===== config.mk =====
export PLATFORM = sky130hd
export DESIGN_NAME = linear_array_queue_with_search
export DESIGN_NICKNAME = d
export VERILOG_FILES = /design/src/design/laqs_pkg.sv /design/src/design/laqs_ctrl.sv /design/src/design/linear_array_queue_with_search.sv
export VERILOG_INCLUDE_DIRS = /design/src /design/src/design
export SDC_FILE = /design/constraint.sdc
export NUM_CORES = 2
export LEC_CHECK = 0
export ABC_AREA = 0
export BUFFER_PORTS_ARGS = -buffer_cell sky130_fd_sc_hd__buf_2
export CORE_MARGIN = 3
export CORE_UTILIZATION = 60
export CTS_CLUSTER_SIZE = 40
export DETAILED_ROUTE_END_ITERATION = 10
export MAX_ROUTING_LAYER = met4
export PLACE_DENSITY = 0.88
export SYNTH_ARGS = -nofsm -noshare
export SYNTH_HDL_FRONTEND = slang
export SYNTH_SLANG_ARGS = --single-unit

===== constraint.sdc =====
create_clock -name clk -period 8.8 [get_ports clk]
set_input_delay 1.76 -clock clk [delete_from_list [all_inputs] [get_ports clk]]
set_output_delay 1.76 -clock clk [all_outputs]
set_load 0.05 [all_outputs]

===== src/design/linear_array_queue_with_search_macros.svh =====
// Assertion macros for the queue RTL.
`ifndef LINEAR_ARRAY_QUEUE_WITH_SEARCH_MACROS_SVH
`define LINEAR_ARRAY_QUEUE_WITH_SEARCH_MACROS_SVH
`ifndef NO_ASSERTIONS
// Same-cycle implication, disabled during reset.
`define LAQS_ASSERT_IMPL(label, clk, rst_n, ante, cons) \
	label: assert property (@(posedge clk) disable iff (!rst_n) (ante) |-> (cons)) \
		else $error("queue assertion failed");
// Next-cycle implication, disabled during reset.
`define LAQS_ASSERT_NEXT(label, clk, rst_n, ante, cons) \
	label: assert property (@(posedge clk) disable iff (!rst_n) (ante) |=> (cons)) \
		else $error("queue assertion failed");
`else
`define LAQS_ASSERT_IMPL(label, clk, rst_n, ante, cons)
`define LAQS_ASSERT_NEXT(label, clk, rst_n, ante, cons)
`endif
`endif


===== src/design/laqs_pkg.sv =====
// Types and constants of the linear array queue with search.
package laqs_pkg;

	localparam int DATA_W = 32;
	localparam int POS_W  = 7;
	localparam int REQ_W  = 3;
	localparam int ST_W   = 3;

	localparam logic [REQ_W-1:0] REQ_PUSH = 3'd0;
	localparam logic [REQ_W-1:0] REQ_POP  = 3'd1;
	localparam logic [REQ_W-1:0] REQ_LIST = 3'd2;
	localparam logic [REQ_W-1:0] REQ_FIND = 3'd3;
	localparam logic [REQ_W-1:0] REQ_DUP  = 3'd4;

	localparam logic [ST_W-1:0] ST_OK       = 3'd0;
	localparam logic [ST_W-1:0] ST_OVERFLOW = 3'd1;
	localparam logic [ST_W-1:0] ST_EMPTY    = 3'd2;
	localparam logic [ST_W-1:0] ST_NOTFOUND = 3'd3;
	localparam logic [ST_W-1:0] ST_NODUP    = 3'd4;

	typedef enum logic [3:0] {
		S_IDLE,
		S_POP_RD,
		S_POP_DONE,
		S_LIST_RD,
		S_LIST,
		S_FIND_RD,
		S_FIND,
		S_DUP_RDI,
		S_DUP_LDI,
		S_DUP_RDJ,
		S_DUP_CMP,
		S_DUP_END
	} state_t;

	typedef enum logic [3:0] {
		A_NONE,
		A_PUSH,
		A_OVERFLOW,
		A_EMPTY,
		A_POP_LAST,
		A_POP_ADV,
		A_POP_DONE,
		A_SCAN_INIT,
		A_LIST,
		A_FIND_HIT,
		A_FIND_MISS,
		A_NEXT_I,
		A_LOAD_CAND,
		A_NEXT_J,
		A_DUP_HIT,
		A_DUP_END
	} act_t;

	typedef enum logic [1:0] {
		RD_I,
		RD_J,
		RD_HEAD
	} rd_src_t;

	// Sequencer command to the datapath
	typedef struct packed {
		logic    busy;
		rd_src_t rd_src;
		act_t    act;
	} ctl_t;

	// Datapath flags seen by the sequencer
	typedef struct packed {
		logic holds;
		logic full;
		logic single;
		logic i_at_tail;
		logic i_at_head;
		logic j_last;
		logic match;
		logic dup_match;
	} sts_t;

endpackage


===== src/design/laqs_ctrl.sv =====
// Sequencer of the queue: walks slots one read at a time and issues datapath actions.
module laqs_ctrl (
	input  logic                        clk,
	input  logic                        arst_n,
	input  logic                        start,
	input  logic [laqs_pkg::REQ_W-1:0]  req_type,
	input  laqs_pkg::sts_t              sts,
	output laqs_pkg::ctl_t              ctl
);

	laqs_pkg::state_t state_q;
	laqs_pkg::state_t state_nxt;
	logic             accept;

	assign accept = start && (state_q == laqs_pkg::S_IDLE);

	always_ff @(posedge clk or negedge arst_n) begin
		if (!arst_n) begin
			state_q <= laqs_pkg::S_IDLE;
		end else begin
			state_q <= state_nxt;
		end
	end

	// Next state
	always_comb begin
		state_nxt = state_q;
		unique case (state_q)
			laqs_pkg::S_IDLE: begin
				if (accept && sts.holds) begin
					unique case (req_type)
						laqs_pkg::REQ_POP: begin
							if (!sts.single) begin
								state_nxt = laqs_pkg::S_POP_RD;
							end
						end
						laqs_pkg::REQ_LIST: state_nxt = laqs_pkg::S_LIST_RD;
						laqs_pkg::REQ_FIND: state_nxt = laqs_pkg::S_FIND_RD;
						laqs_pkg::REQ_DUP:  state_nxt = laqs_pkg::S_DUP_RDI;
						default:            state_nxt = laqs_pkg::S_IDLE;
					endcase
				end
			end
			laqs_pkg::S_POP_RD:   state_nxt = laqs_pkg::S_POP_DONE;
			laqs_pkg::S_POP_DONE: state_nxt = laqs_pkg::S_IDLE;
			laqs_pkg::S_LIST_RD:  state_nxt = laqs_pkg::S_LIST;
			laqs_pkg::S_LIST: begin
				state_nxt = sts.i_at_tail ? laqs_pkg::S_IDLE : laqs_pkg::S_LIST_RD;
			end
			laqs_pkg::S_FIND_RD:  state_nxt = laqs_pkg::S_FIND;
			laqs_pkg::S_FIND: begin
				if (sts.match || sts.i_at_tail) begin
					state_nxt = laqs_pkg::S_IDLE;
				end else begin
					state_nxt = laqs_pkg::S_FIND_RD;
				end
			end
			laqs_pkg::S_DUP_RDI:  state_nxt = laqs_pkg::S_DUP_LDI;
			laqs_pkg::S_DUP_LDI: begin
				priority if (!sts.i_at_head) begin
					state_nxt = laqs_pkg::S_DUP_RDJ;
				end else if (sts.i_at_tail) begin
					state_nxt = laqs_pkg::S_DUP_END;
				end else begin
					state_nxt = laqs_pkg::S_DUP_RDI;
				end
			end
			laqs_pkg::S_DUP_RDJ:  state_nxt = laqs_pkg::S_DUP_CMP;
			laqs_pkg::S_DUP_CMP: begin
				priority if (sts.dup_match || sts.j_last) begin
					state_nxt = sts.i_at_tail ? laqs_pkg::S_DUP_END : laqs_pkg::S_DUP_RDI;
				end else begin
					state_nxt = laqs_pkg::S_DUP_RDJ;
				end
			end
			laqs_pkg::S_DUP_END:  state_nxt = laqs_pkg::S_IDLE;
			default:              state_nxt = laqs_pkg::S_IDLE;
		endcase
	end

	// Outputs
	always_comb begin
		ctl.busy   = (state_q != laqs_pkg::S_IDLE);
		ctl.rd_src = laqs_pkg::RD_I;
		ctl.act    = laqs_pkg::A_NONE;
		unique case (state_q)
			laqs_pkg::S_IDLE: begin
				if (accept) begin
					unique case (req_type)
						laqs_pkg::REQ_PUSH: begin
							ctl.act = sts.full ? laqs_pkg::A_OVERFLOW : laqs_pkg::A_PUSH;
						end
						laqs_pkg::REQ_POP: begin
							priority if (!sts.holds) begin
								ctl.act = laqs_pkg::A_EMPTY;
							end else if (sts.single) begin
								ctl.act = laqs_pkg::A_POP_LAST;
							end else begin
								ctl.act = laqs_pkg::A_POP_ADV;
							end
						end
						laqs_pkg::REQ_LIST, laqs_pkg::REQ_FIND, laqs_pkg::REQ_DUP: begin
							ctl.act = sts.holds ? laqs_pkg::A_SCAN_INIT : laqs_pkg::A_EMPTY;
						end
						default: ctl.act = laqs_pkg::A_NONE;
					endcase
				end
			end
			laqs_pkg::S_POP_RD:   ctl.rd_src = laqs_pkg::RD_HEAD;
			laqs_pkg::S_POP_DONE: ctl.act = laqs_pkg::A_POP_DONE;
			laqs_pkg::S_LIST_RD:  ctl.rd_src = laqs_pkg::RD_I;
			laqs_pkg::S_LIST:     ctl.act = laqs_pkg::A_LIST;
			laqs_pkg::S_FIND_RD:  ctl.rd_src = laqs_pkg::RD_I;
			laqs_pkg::S_FIND: begin
				priority if (sts.match) begin
					ctl.act = laqs_pkg::A_FIND_HIT;
				end else if (sts.i_at_tail) begin
					ctl.act = laqs_pkg::A_FIND_MISS;
				end else begin
					ctl.act = laqs_pkg::A_NEXT_I;
				end
			end
			laqs_pkg::S_DUP_RDI:  ctl.rd_src = laqs_pkg::RD_I;
			laqs_pkg::S_DUP_LDI: begin
				priority if (!sts.i_at_head) begin
					ctl.act = laqs_pkg::A_LOAD_CAND;
				end else if (!sts.i_at_tail) begin
					ctl.act = laqs_pkg::A_NEXT_I;
				end else begin
					ctl.act = laqs_pkg::A_NONE;
				end
			end
			laqs_pkg::S_DUP_RDJ:  ctl.rd_src = laqs_pkg::RD_J;
			laqs_pkg::S_DUP_CMP: begin
				priority if (sts.dup_match) begin
					ctl.act = laqs_pkg::A_DUP_HIT;
				end else if (!sts.j_last) begin
					ctl.act = laqs_pkg::A_NEXT_J;
				end else if (!sts.i_at_tail) begin
					ctl.act = laqs_pkg::A_NEXT_I;
				end else begin
					ctl.act = laqs_pkg::A_NONE;
				end
			end
			laqs_pkg::S_DUP_END:  ctl.act = laqs_pkg::A_DUP_END;
			default:              ctl.act = laqs_pkg::A_NONE;
		endcase
	end

endmodule


===== src/design/linear_array_queue_with_search.sv =====
// Top level of the linear array queue with search: slot memory, pointers and result registers.
//
// A request transaction is taken at a rising edge with start high and busy low; results come
// out each marked by valid for exactly one cycle, with last set on the final result of a
// request. The receiver cannot stall, so every result must be captured the cycle
// it is shown. The slot memory has a single registered read port, so slots are read one at a
// time: push, overflow and any pop or scan on an empty queue answer straight from the queue
// state, as does a pop that removes the only element; any other pop reads back the new head
// value; list reads each held element in turn; find reads slots from the head until a match
// or the tail; duplicate scan compares each element with every earlier one through the same
// port. Codes 5 to 7 are dropped without a result. Slot contents are not cleared at reset;
// only written slots are ever read.
module linear_array_queue_with_search #(
	parameter int DEPTH = 64
) (
	input  logic                               clk,
	input  logic                               arst_n,
	input  logic                               start,
	output logic                               busy,
	input  logic [laqs_pkg::REQ_W-1:0]         req_type,
	input  logic signed [laqs_pkg::DATA_W-1:0] data,
	output logic                               valid,
	output logic signed [laqs_pkg::DATA_W-1:0] value,
	output logic [laqs_pkg::POS_W-1:0]         position,
	output logic [laqs_pkg::ST_W-1:0]          status,
	output logic                               last,
	output logic [laqs_pkg::POS_W-1:0]         occupancy,
	output logic                               is_empty,
	output logic                               is_full,
	output logic signed [laqs_pkg::DATA_W-1:0] head_value,
	output logic signed [laqs_pkg::DATA_W-1:0] tail_value
);

`include "linear_array_queue_with_search_macros.svh"

	localparam int IW = (DEPTH > 1) ? $clog2(DEPTH) : 1;
	localparam logic [IW-1:0] LAST_SLOT = IW'(DEPTH - 1);

	// Slot memory: one write port (push), one registered read port (scans, pop)
	logic signed [laqs_pkg::DATA_W-1:0] mem [DEPTH];
	logic signed [laqs_pkg::DATA_W-1:0] rdata_q;
	logic [IW-1:0]                      rd_addr;
	logic [IW-1:0]                      wr_addr;

	// Queue state
	logic [IW-1:0] head_q;
	logic [IW-1:0] tail_q;
	logic          holds_q;
	logic signed [laqs_pkg::DATA_W-1:0] head_val_q;
	logic signed [laqs_pkg::DATA_W-1:0] tail_val_q;

	// Scan state
	logic [IW-1:0] i_q;
	logic [IW-1:0] j_q;
	logic          pend_q;
	logic signed [laqs_pkg::DATA_W-1:0] key_q;
	logic signed [laqs_pkg::DATA_W-1:0] cand_q;
	logic signed [laqs_pkg::DATA_W-1:0] pend_val_q;
	logic signed [laqs_pkg::DATA_W-1:0] popped_q;

	// Result registers
	logic                               valid_q;
	logic signed [laqs_pkg::DATA_W-1:0] value_q;
	logic [laqs_pkg::POS_W-1:0]         position_q;
	logic [laqs_pkg::ST_W-1:0]          status_q;
	logic                               last_q;

	// Result about to be registered
	logic                               emit;
	logic signed [laqs_pkg::DATA_W-1:0] e_value;
	logic [laqs_pkg::POS_W-1:0]         e_pos;
	logic [laqs_pkg::ST_W-1:0]          e_status;
	logic                               e_last;

	laqs_pkg::ctl_t ctl;
	laqs_pkg::sts_t sts;

	// Flags for the sequencer
	assign sts.holds     = holds_q;
	assign sts.full      = holds_q && (tail_q == LAST_SLOT);
	assign sts.single    = (head_q == tail_q);
	assign sts.i_at_tail = (i_q == tail_q);
	assign sts.i_at_head = (i_q == head_q);
	assign sts.j_last    = ((j_q + IW'(1)) == i_q);
	assign sts.match     = (rdata_q == key_q);
	assign sts.dup_match = (rdata_q == cand_q);

	laqs_ctrl u_ctrl (
		.clk      (clk),
		.arst_n   (arst_n),
		.start    (start),
		.req_type (req_type),
		.sts      (sts),
		.ctl      (ctl)
	);

	assign busy = ctl.busy;

	// Pick the read address for this cycle; the read data is registered into rdata_q
	always_comb begin
		unique case (ctl.rd_src)
			laqs_pkg::RD_J:    rd_addr = j_q;
			laqs_pkg::RD_HEAD: rd_addr = head_q;
			default:           rd_addr = i_q;
		endcase
	end

	// A push into an empty queue restarts at slot 0, otherwise it lands after the tail
	assign wr_addr = holds_q ? (tail_q + IW'(1)) : '0;

	always_ff @(posedge clk) begin
		if (ctl.act == laqs_pkg::A_PUSH) begin
			mem[wr_addr] <= data;
		end
		rdata_q <= mem[rd_addr];
	end

	// Build the result for this cycle, if any
	always_comb begin
		emit     = 1'b0;
		e_value  = '0;
		e_pos    = '0;
		e_status = laqs_pkg::ST_OK;
		e_last   = 1'b1;
		unique case (ctl.act)
			laqs_pkg::A_PUSH: emit = 1'b1;
			laqs_pkg::A_OVERFLOW: begin
				emit     = 1'b1;
				e_status = laqs_pkg::ST_OVERFLOW;
			end
			laqs_pkg::A_EMPTY: begin
				emit     = 1'b1;
				e_status = laqs_pkg::ST_EMPTY;
			end
			laqs_pkg::A_POP_LAST: begin
				emit    = 1'b1;
				e_value = head_val_q;
			end
			laqs_pkg::A_POP_DONE: begin
				emit    = 1'b1;
				e_value = popped_q;
			end
			laqs_pkg::A_LIST: begin
				emit    = 1'b1;
				e_value = rdata_q;
				e_last  = sts.i_at_tail;
			end
			laqs_pkg::A_FIND_HIT: begin
				emit  = 1'b1;
				e_pos = laqs_pkg::POS_W'(i_q) + laqs_pkg::POS_W'(1);
			end
			laqs_pkg::A_FIND_MISS: begin
				emit     = 1'b1;
				e_status = laqs_pkg::ST_NOTFOUND;
			end
			laqs_pkg::A_DUP_HIT: begin
				// Release the previous duplicate; another one follows, so it is not last
				emit    = pend_q;
				e_value = pend_val_q;
				e_last  = 1'b0;
			end
			laqs_pkg::A_DUP_END: begin
				emit = 1'b1;
				if (pend_q) begin
					e_value = pend_val_q;
				end else begin
					e_status = laqs_pkg::ST_NODUP;
				end
			end
			default: emit = 1'b0;
		endcase
	end

	// Control state: pointers, occupancy flag, scan indices, result strobe
	always_ff @(posedge clk or negedge arst_n) begin
		if (!arst_n) begin
			head_q  <= '0;
			tail_q  <= '0;
			holds_q <= 1'b0;
			i_q     <= '0;
			j_q     <= '0;
			pend_q  <= 1'b0;
			valid_q <= 1'b0;
		end else begin
			valid_q <= emit;
			unique case (ctl.act)
				laqs_pkg::A_PUSH: begin
					if (holds_q) begin
						tail_q <= tail_q + IW'(1);
					end else begin
						head_q  <= '0;
						tail_q  <= '0;
						holds_q <= 1'b1;
					end
				end
				laqs_pkg::A_POP_LAST: begin
					// Drain: both indices return to slot 0
					holds_q <= 1'b0;
					head_q  <= '0;
					tail_q  <= '0;
				end
				laqs_pkg::A_POP_ADV: head_q <= head_q + IW'(1);
				laqs_pkg::A_SCAN_INIT: begin
					i_q    <= head_q;
					pend_q <= 1'b0;
				end
				laqs_pkg::A_LIST: begin
					if (!sts.i_at_tail) begin
						i_q <= i_q + IW'(1);
					end
				end
				laqs_pkg::A_NEXT_I:    i_q <= i_q + IW'(1);
				laqs_pkg::A_LOAD_CAND: j_q <= head_q;
				laqs_pkg::A_NEXT_J:    j_q <= j_q + IW'(1);
				laqs_pkg::A_DUP_HIT: begin
					pend_q <= 1'b1;
					if (!sts.i_at_tail) begin
						i_q <= i_q + IW'(1);
					end
				end
				default: ;
			endcase
		end
	end

	// Payload registers
	always_ff @(posedge clk) begin
		if (emit) begin
			value_q    <= e_value;
			position_q <= e_pos;
			status_q   <= e_status;
			last_q     <= e_last;
		end
		unique case (ctl.act)
			laqs_pkg::A_PUSH: begin
				tail_val_q <= data;
				if (!holds_q) begin
					head_val_q <= data;
				end
			end
			laqs_pkg::A_POP_ADV:   popped_q   <= head_val_q;
			laqs_pkg::A_POP_DONE:  head_val_q <= rdata_q;
			laqs_pkg::A_SCAN_INIT: key_q      <= data;
			laqs_pkg::A_LOAD_CAND: cand_q     <= rdata_q;
			laqs_pkg::A_DUP_HIT:   pend_val_q <= cand_q;
			default: ;
		endcase
	end

	// Result ports; queue flags are derived combinationally from the queue state registers
	assign valid      = valid_q;
	assign value      = value_q;
	assign position   = position_q;
	assign status     = status_q;
	assign last       = last_q;
	assign occupancy  = holds_q ? (laqs_pkg::POS_W'(tail_q) - laqs_pkg::POS_W'(head_q)
	                              + laqs_pkg::POS_W'(1)) : '0;
	assign is_empty   = !holds_q;
	assign is_full    = sts.full;
	assign head_value = holds_q ? head_val_q : '0;
	assign tail_value = holds_q ? tail_val_q : '0;

	// More results of the same request follow, so the block must still be busy
	`LAQS_ASSERT_IMPL(a_more_results_busy, clk, arst_n, valid_q && !last_q, busy)
	// Error and no-result statuses always end a request
	`LAQS_ASSERT_IMPL(a_err_is_last, clk, arst_n, valid_q && (status_q != laqs_pkg::ST_OK), last_q)
	// Head never passes tail while the queue holds items
	`LAQS_ASSERT_IMPL(a_head_le_tail, clk, arst_n, holds_q, head_q <= tail_q)
	// An empty queue has both indices at slot 0
	`LAQS_ASSERT_IMPL(a_empty_idx, clk, arst_n, !holds_q, (head_q == '0) && (tail_q == '0))
	// A push taken while not full leaves the queue holding items and reports a result
	`LAQS_ASSERT_NEXT(a_push_holds, clk, arst_n,
		start && !busy && (req_type == laqs_pkg::REQ_PUSH) && !sts.full, holds_q && valid_q)

endmodule

==> Yosys cells after proc, flatten, opt, wreduce, memory -nomap -nowiden <==
Memories as Yosys holds them, arrays and structs flattened. A register that Yosys moved wholly into a read port is not among the register bits.
Cells that the tools add are included.
{ "totals": {"reg_bits": 266, "mem_bits_rw": 2048, "inputBits": 38, "mem_count": 1} }
{ "mem_list": {"columns": ["name", "words", "word_bits", "rd", "rd_clocked_by_memory_dff", "wr", "line", "source"], "rows": [
  ["mem", 64, 32, 1, 1, 1, "linear_array_queue_with_search.sv:40", "logic signed [laqs_pkg::DATA_W-1:0] mem [DEPTH];"]
]} }
{ "classes": {"add_sub_neg": 7, "eq_ne": 43, "muxes": 46, "reduce_logical": 22} }
{ "op_table": {"columns": ["op", "n"], "rows": [
  ["$pmux W32 S5", 1],
  ["$mux W32", 4],
  ["$eq A32 B32 Y1", 2],
  ["$pmux W32 S2", 1],
  ["$eq A4 B4 Y1 const B", 12],
  ["$mux W4", 11],
  ["$pmux W4 S10", 1],
  ["$pmux W6 S2", 3],
  ["$pmux W6 S3", 2],
  ["$eq A4 B3 Y1 const B", 8],
  ["$pmux W4 S7", 1],
  ["$add A6 B1 Y6 const B", 4],
  ["$eq A6 B6 Y1", 4],
  ["$mux W6", 3],
  ["$eq A4 B2 Y1 const B", 4],
  ["$pmux W4 S4", 1],
  ["$mux W3", 4],
  ["$pmux W3 S4", 1],
  ["$pmux W4 S3", 1],
  ["$reduce_or A9 Y1", 1],
  ["$eq A4 B1 Y1 const B", 2],
  ["$pmux W1 S2", 4],
  ["$reduce_and A2 Y1", 4],
  ["$reduce_bool A2 Y1", 4],
  ["24 further kinds", 35]
]} }

==> Longest topological paths before layout <==
{ "depth": {"depth_word": 10, "ltp_mapped": 17, "ltp_nobuf": 12} }

==> Modules after synthesis <==
From an unflattened synthesis, not the netlist that was laid out.
{ "hier_totals": {"hier_cells": 6444, "area_unflattened_um2": 93044.2} }
{ "modules_own_cells": {"columns": ["mod", "n_inst", "cells_each", "area_each_um2"], "rows": [
  ["linear_array_queue_with_search", 1, 6354, 92409.9],
  ["laqs_ctrl", 1, 90, 634.4]
]} }

==> Least setup slack after synthesis <==
No wires, ideal clock.
{ "synth_path": {"path_kind": "input -> register", "start": "in req_type[0] (netlist bit)", "end": "reg last_q (netlist: last) (enable)", "arrival_ns": 5.381, "path_slack_ns": 2.966, "stages": 9, "cell_sequence": "or3_1 > nor3_1 > nor3_1 > or2_2 > a2111oi_4 > buf_6 > buf_2 > nor2_1 > o21bai_1"} }
{ "synth_via": {"elab_chain_cells": 8, "elab_cells_between_ends": 21} }
{ "synth_rtl": {"columns": ["item", "line", "source"], "rows": [
  ["start: declaration", "linear_array_queue_with_search.sv:20", "input logic [laqs_pkg::REQ_W-1:0] req_type,"],
  ["$eq A3 B2 Y1 / $eq A3 B3 Y1 (equally long branches)", "laqs_ctrl.sv:89", "unique case (req_type)"],
  ["$reduce_or A3 Y1", "laqs_ctrl.sv:89", null],
  ["$pmux W4 S3 *", "laqs_ctrl.sv:89", null],
  ["$mux W4 *", "laqs_ctrl.sv:88", "if (accept) begin"],
  ["$pmux W4 S7 *", "laqs_ctrl.sv:86", "unique case (state_q)"],
  ["$eq A4 B1 Y1, or another cell as far along", "linear_array_queue_with_search.sv:125", "unique case (ctl.act)"],
  ["$reduce_or A9 Y1 (no line)", null, null],
  ["$pmux W1 S2 *", "linear_array_queue_with_search.sv:125", null],
  ["net emit", "linear_array_queue_with_search.sv:69", "logic emit;"],
  ["end signal: assignment", "linear_array_queue_with_search.sv:232", "last_q <= e_last;"],
  ["end: declaration", "linear_array_queue_with_search.sv:66", "logic last_q;"]
]} }
Mark *: on every way through the listed nets, which the timed path passes. The rest lies on a longest branch.
A chain may end at the register's enable or synchronous reset.

==> Worst setup path after layout <==
{ "layout_path": {"start": "reg u_ctrl.state_q[3]", "end": "reg rdata_q[4] (netlist bit), read port of mem"} }
{ "layout_via": {"elab_chain_cells": 4, "elab_cells_between_ends": 6} }
{ "layout_rtl": {"columns": ["item", "line", "source"], "rows": [
  ["start: declaration", "laqs_ctrl.sv:11", "laqs_pkg::state_t state_q;"],
  ["start signal: assignment", "laqs_ctrl.sv:19", "state_q <= laqs_pkg::S_IDLE;"],
  ["start signal: assignment", "laqs_ctrl.sv:21", "state_q <= state_nxt;"],
  ["$eq A4 B4 Y1 / $eq A4 B1 Y1 (equally long branches)", "laqs_ctrl.sv:86", null],
  ["$pmux W2 S2 *", "laqs_ctrl.sv:86", null],
  ["$eq A2 B2 Y1 / $eq A2 B1 Y1 (equally long branches)", "linear_array_queue_with_search.sv:101", "unique case (ctl.rd_src)"],
  ["$pmux W6 S2 *", "linear_array_queue_with_search.sv:101", null],
  ["end: declaration", "linear_array_queue_with_search.sv:41", "logic signed [laqs_pkg::DATA_W-1:0] rdata_q;"]
]} }
Mark *: on every way between the ends. The rest lies on a longest branch, timed or not.

==> results.cfg <==
[cts]
cts_tree = done
cts-resized-gates = 0
clock_sinks = 2346
cts_made_buffers = 208
max-clock-path-buffers = 3
holdBufCountCts = 0
cts_setup_buffers = 0
clk_pin_slew_ps = 70
clock_latency_ps = 880
h-tree-depth = 4
root_buffer = clkbuf_16

[floorplanning]
initial_core_util_pct = 60.8
core_area_mm2 = 0.151
die_w_um = 397
rows = 142
die_area_mm2 = 0.158
die_h_um = 397
ios = 156

[worst_setup_path]
critPathKind = flop to flop
cpPeakStageDelay_ps = 1420
path_common_cell = a211oi_1
rrSetupSlack_ps = 2260
worstSetupStartpointType = flop
endpoint_kind = flop
crit_chain = nor2b_1 -> nand2_1 -> inv_1 -> ha_1 -> o21ai_4 -> buf_12 -> buf_4 -> mux4_2 -> mux2i_1 -> a211oi_1 -> a211oi_1 -> a21oi_1
crit_arrival_ps = 7230
crit_slowest_cell = a211oi_1
cp_max_fo = 82
required_ps = 9490

[sta]
finalClockSkew_ps = 69.6
fin_worst_hold_slack_ps = 438
finalSetupViolCount = 0
grt_setup_unrepaired = no
tightest_slew_ps = 1670
setup_slack_ps = 2260
fmax_mhz = 153
finalHoldViolations = 0
finalSetupTns_ps = 0
period_minus_slack_ps = 6540
fin_crit_sh_pct = 74.3
relSlewSlack_pct = -11.9
slew_viol_final = 2

[grt]
grt_overflow = 0
grt_first_pass_wirelength_um = 381000
grt_use_total_pct = 35.8
grt_max_degree = 157
grt_pass1_vias = 49300
antenna_found_initial = 19

[placed_design]
numPortBuffers = 155
hpwl_um = 135000
dp_slack_ps = 2420
place.gp.congestion = 0.954

[synth]
synth_edf_count = 2283
synthArstFlopShare_pct = 1.32
synthTopCellsByArea = edfxtp_1 (75%), mux4_2 (13%), a211oi_1 (1.8%)
synth_top_area_share_pct = 74.7
yosys_register_bits = 2346
avgSynthCellArea_um2 = 20.6
yosysSeqAreaShare_pct = 76.3
syn_nets = 4511
syn_area_mm2 = 0.0917
synth.largest_area_cell = edfxtp_1
synth_cell_types = 73
yosys_warnings = 0
syn_inst = 4455
ys.flop_type = edfxtp_1

[run]
max_cap_violations = 1

[layout]
area_growth_pct = 11.4
finalNetCount = 4686
drive_gt1_share_pct = 24.2
final_util_pct = 67.7

[min_path]
hold_path_class = flop to flop

[route]
post-route-drc-count = 0
dr.pass1.iters = 10
totalWireLength_um = 274000
ant_nets = 0
vias_per_cell = 7.39
wire_per_inst_um = 40.1
drt_iter0_markers = 10600
vias = 50600

[power_and_ir_drop]
p_per_area_mw_per_mm2 = 326
power_leakage_uw = 0.0324
irDropWorstVdd_v = 0.000333

[run_status]
status = finished, violations left
violations = max-capacitance violations, max-slew violations
[logic make-up after synthesis]
| logic type | count (synthesis) | synth area share [%] |
|---|---|---|
| AO/OA/AOI/OAI | 504 | 3.80 |
| adder cells (fa/ha/maj) | 18 | 0.254 |
| AND/OR/NAND/NOR | 525 | 2.96 |
| flip-flops | 2346 | 76.3 |
| XOR/XNOR | 98 | 0.936 |
| multiplexers | 682 | 14.5 |
| buffers and inverters | 282 | 1.29 |
[cells in the final DEF, fill, tap and decap left out, types with 6 or more instances in the layout]
| cell | instances |
|---|---|
| xnor2_1 | 57 |
| nor4_1 | 12 |
| nor2b_1 | 134 |
| nand2_1 | 111 |
| diode_2 | 17 |
| inv_1 | 23 |
| bufinv_16 | 23 |
| nand4_1 | 16 |
| o21ai_0 | 22 |
| mux4_2 | 512 |
| nor2_1 | 49 |
| clkinv_16 | 7 |
| o21a_1 | 6 |
| dfrtp_1 | 30 |
| xor2_1 | 41 |
| clkinvlp_4 | 6 |
| dfxtp_1 | 32 |
| clkinv_2 | 36 |
| nand3_1 | 17 |
| nor2_4 | 65 |
| and2_1 | 73 |
| nor3_1 | 13 |
| a21oi_1 | 153 |
| clkbuf_8 | 6 |
| buf_12 | 11 |
| a211oi_1 | 224 |
| buf_4 | 63 |
| mux2_2 | 34 |
| o311ai_0 | 6 |
| a22oi_1 | 6 |
| clkbuf_16 | 208 |
| ha_1 | 17 |
| clkbuf_1 | 51 |
| mux2i_1 | 133 |
| edfxtp_1 | 2283 |
| a222oi_1 | 32 |
| clkinv_1 | 38 |
| buf_2 | 150 |
[worst paths after layout]
| kind | from | cells after the start | end |
|---|---|---|---|
| max | u_ctrl.state_q[3]$_DFFE_PN0P_ | 12 | rdata_q[4]$_DFF_P_ |
| min | cand_q[10]$_DFFE_PN_ | 0 | pend_val_q[10]$_DFFE_PN_ |
| max reg2reg | u_ctrl.state_q[3]$_DFFE_PN0P_ | 12 | rdata_q[4]$_DFF_P_ |
| min reg2reg | cand_q[10]$_DFFE_PN_ | 0 | pend_val_q[10]$_DFFE_PN_ |
| max in group asynchronous | arst_n | 1 | holds_q$_DFFE_PN0P_ |
| min in group asynchronous | arst_n | 1 | tail_q[1]$_DFFE_PN0P_ |
[metal layers]
metal  global-route usage (%)  up-vias  wire length (um)  share of wire, %
li1                         -    18800                 -                 -
met1                     43.9    25200             81900                30
met2                     54.3     5427            129000                47
met3                     10.3     1158             41600                15
met4                     20.3        0             21200               7.7
met5                        -        -                 0                 0
[through the flow]
stage | total power (uW) | std cells | area, um^2
floorplan | 19700 | 4455 | 91700
global placement | 22900 | 6436 | 95200
detailed placement | 23100 | 6436 | 95200
CTS | 32800 | 6823 | 102000
global route | 33700 | 6837 | 102000
finish | 33300 | 6840 | 102000
[cells in the mapped netlist (all sizes together) (17+ instances only)]
cell,count
dfrtp,31
nand3,20
nor2b,136
mux2,37
a222oi,32
nand2,113
xor2,41
dfxtp,32
edfxtp,2283
and2,74
clkbuf,153
a21oi,157
a211oi,225
inv,23
nor2,114
o21ai,25
mux2i,133
buf,106
mux4,512
xnor2,57
ha,17
[registers in the layout (all words and copies together) (netlist names)]
name            flops
head_val_q         32
mem              2048
holds_q             1
last                1
status              3
tail_q              6
head_q              6
tail_val_q         32
pend_val_q         32
valid               1
i_q                 6
cand_q             32
j_q                 6
key_q              32
rdata_q            32
position            7
u_ctrl.state_q      4
pend_q              1
value              32
popped_q           32
[worst max-delay path, delay by kind of cell, from the launching register on]
family                   cells  cell delay (ps)
AO/OA/AOI/OAI                4             2450
buffers and inverters        3             1260
multiplexers                 2              980
AND/OR/NAND/NOR              2              660
flip-flops                   1              520
adder cells (fa/ha/maj)      1              480
[layout make-up]
class | count | area, um^2
fill | 8325 | 48700
multi-input combinational | 1827 | 21200
tap | 2016 | 2520
clock buffer | 265 | 5480
inverter | 23 | 86.3
antenna | 17 | 42.5
sequential | 2346 | 70000
timing repair buffer | 224 | 1440
clock inverter | 122 | 1440
[power breakdown]
| part | switching, uW | internal, uW |
|---|---|---|
| clock network | 4350 | 5130 |
| logic | 7080 | 3370 |
| registers | 466 | 12900 |
(Power assumes the default switching activity.)
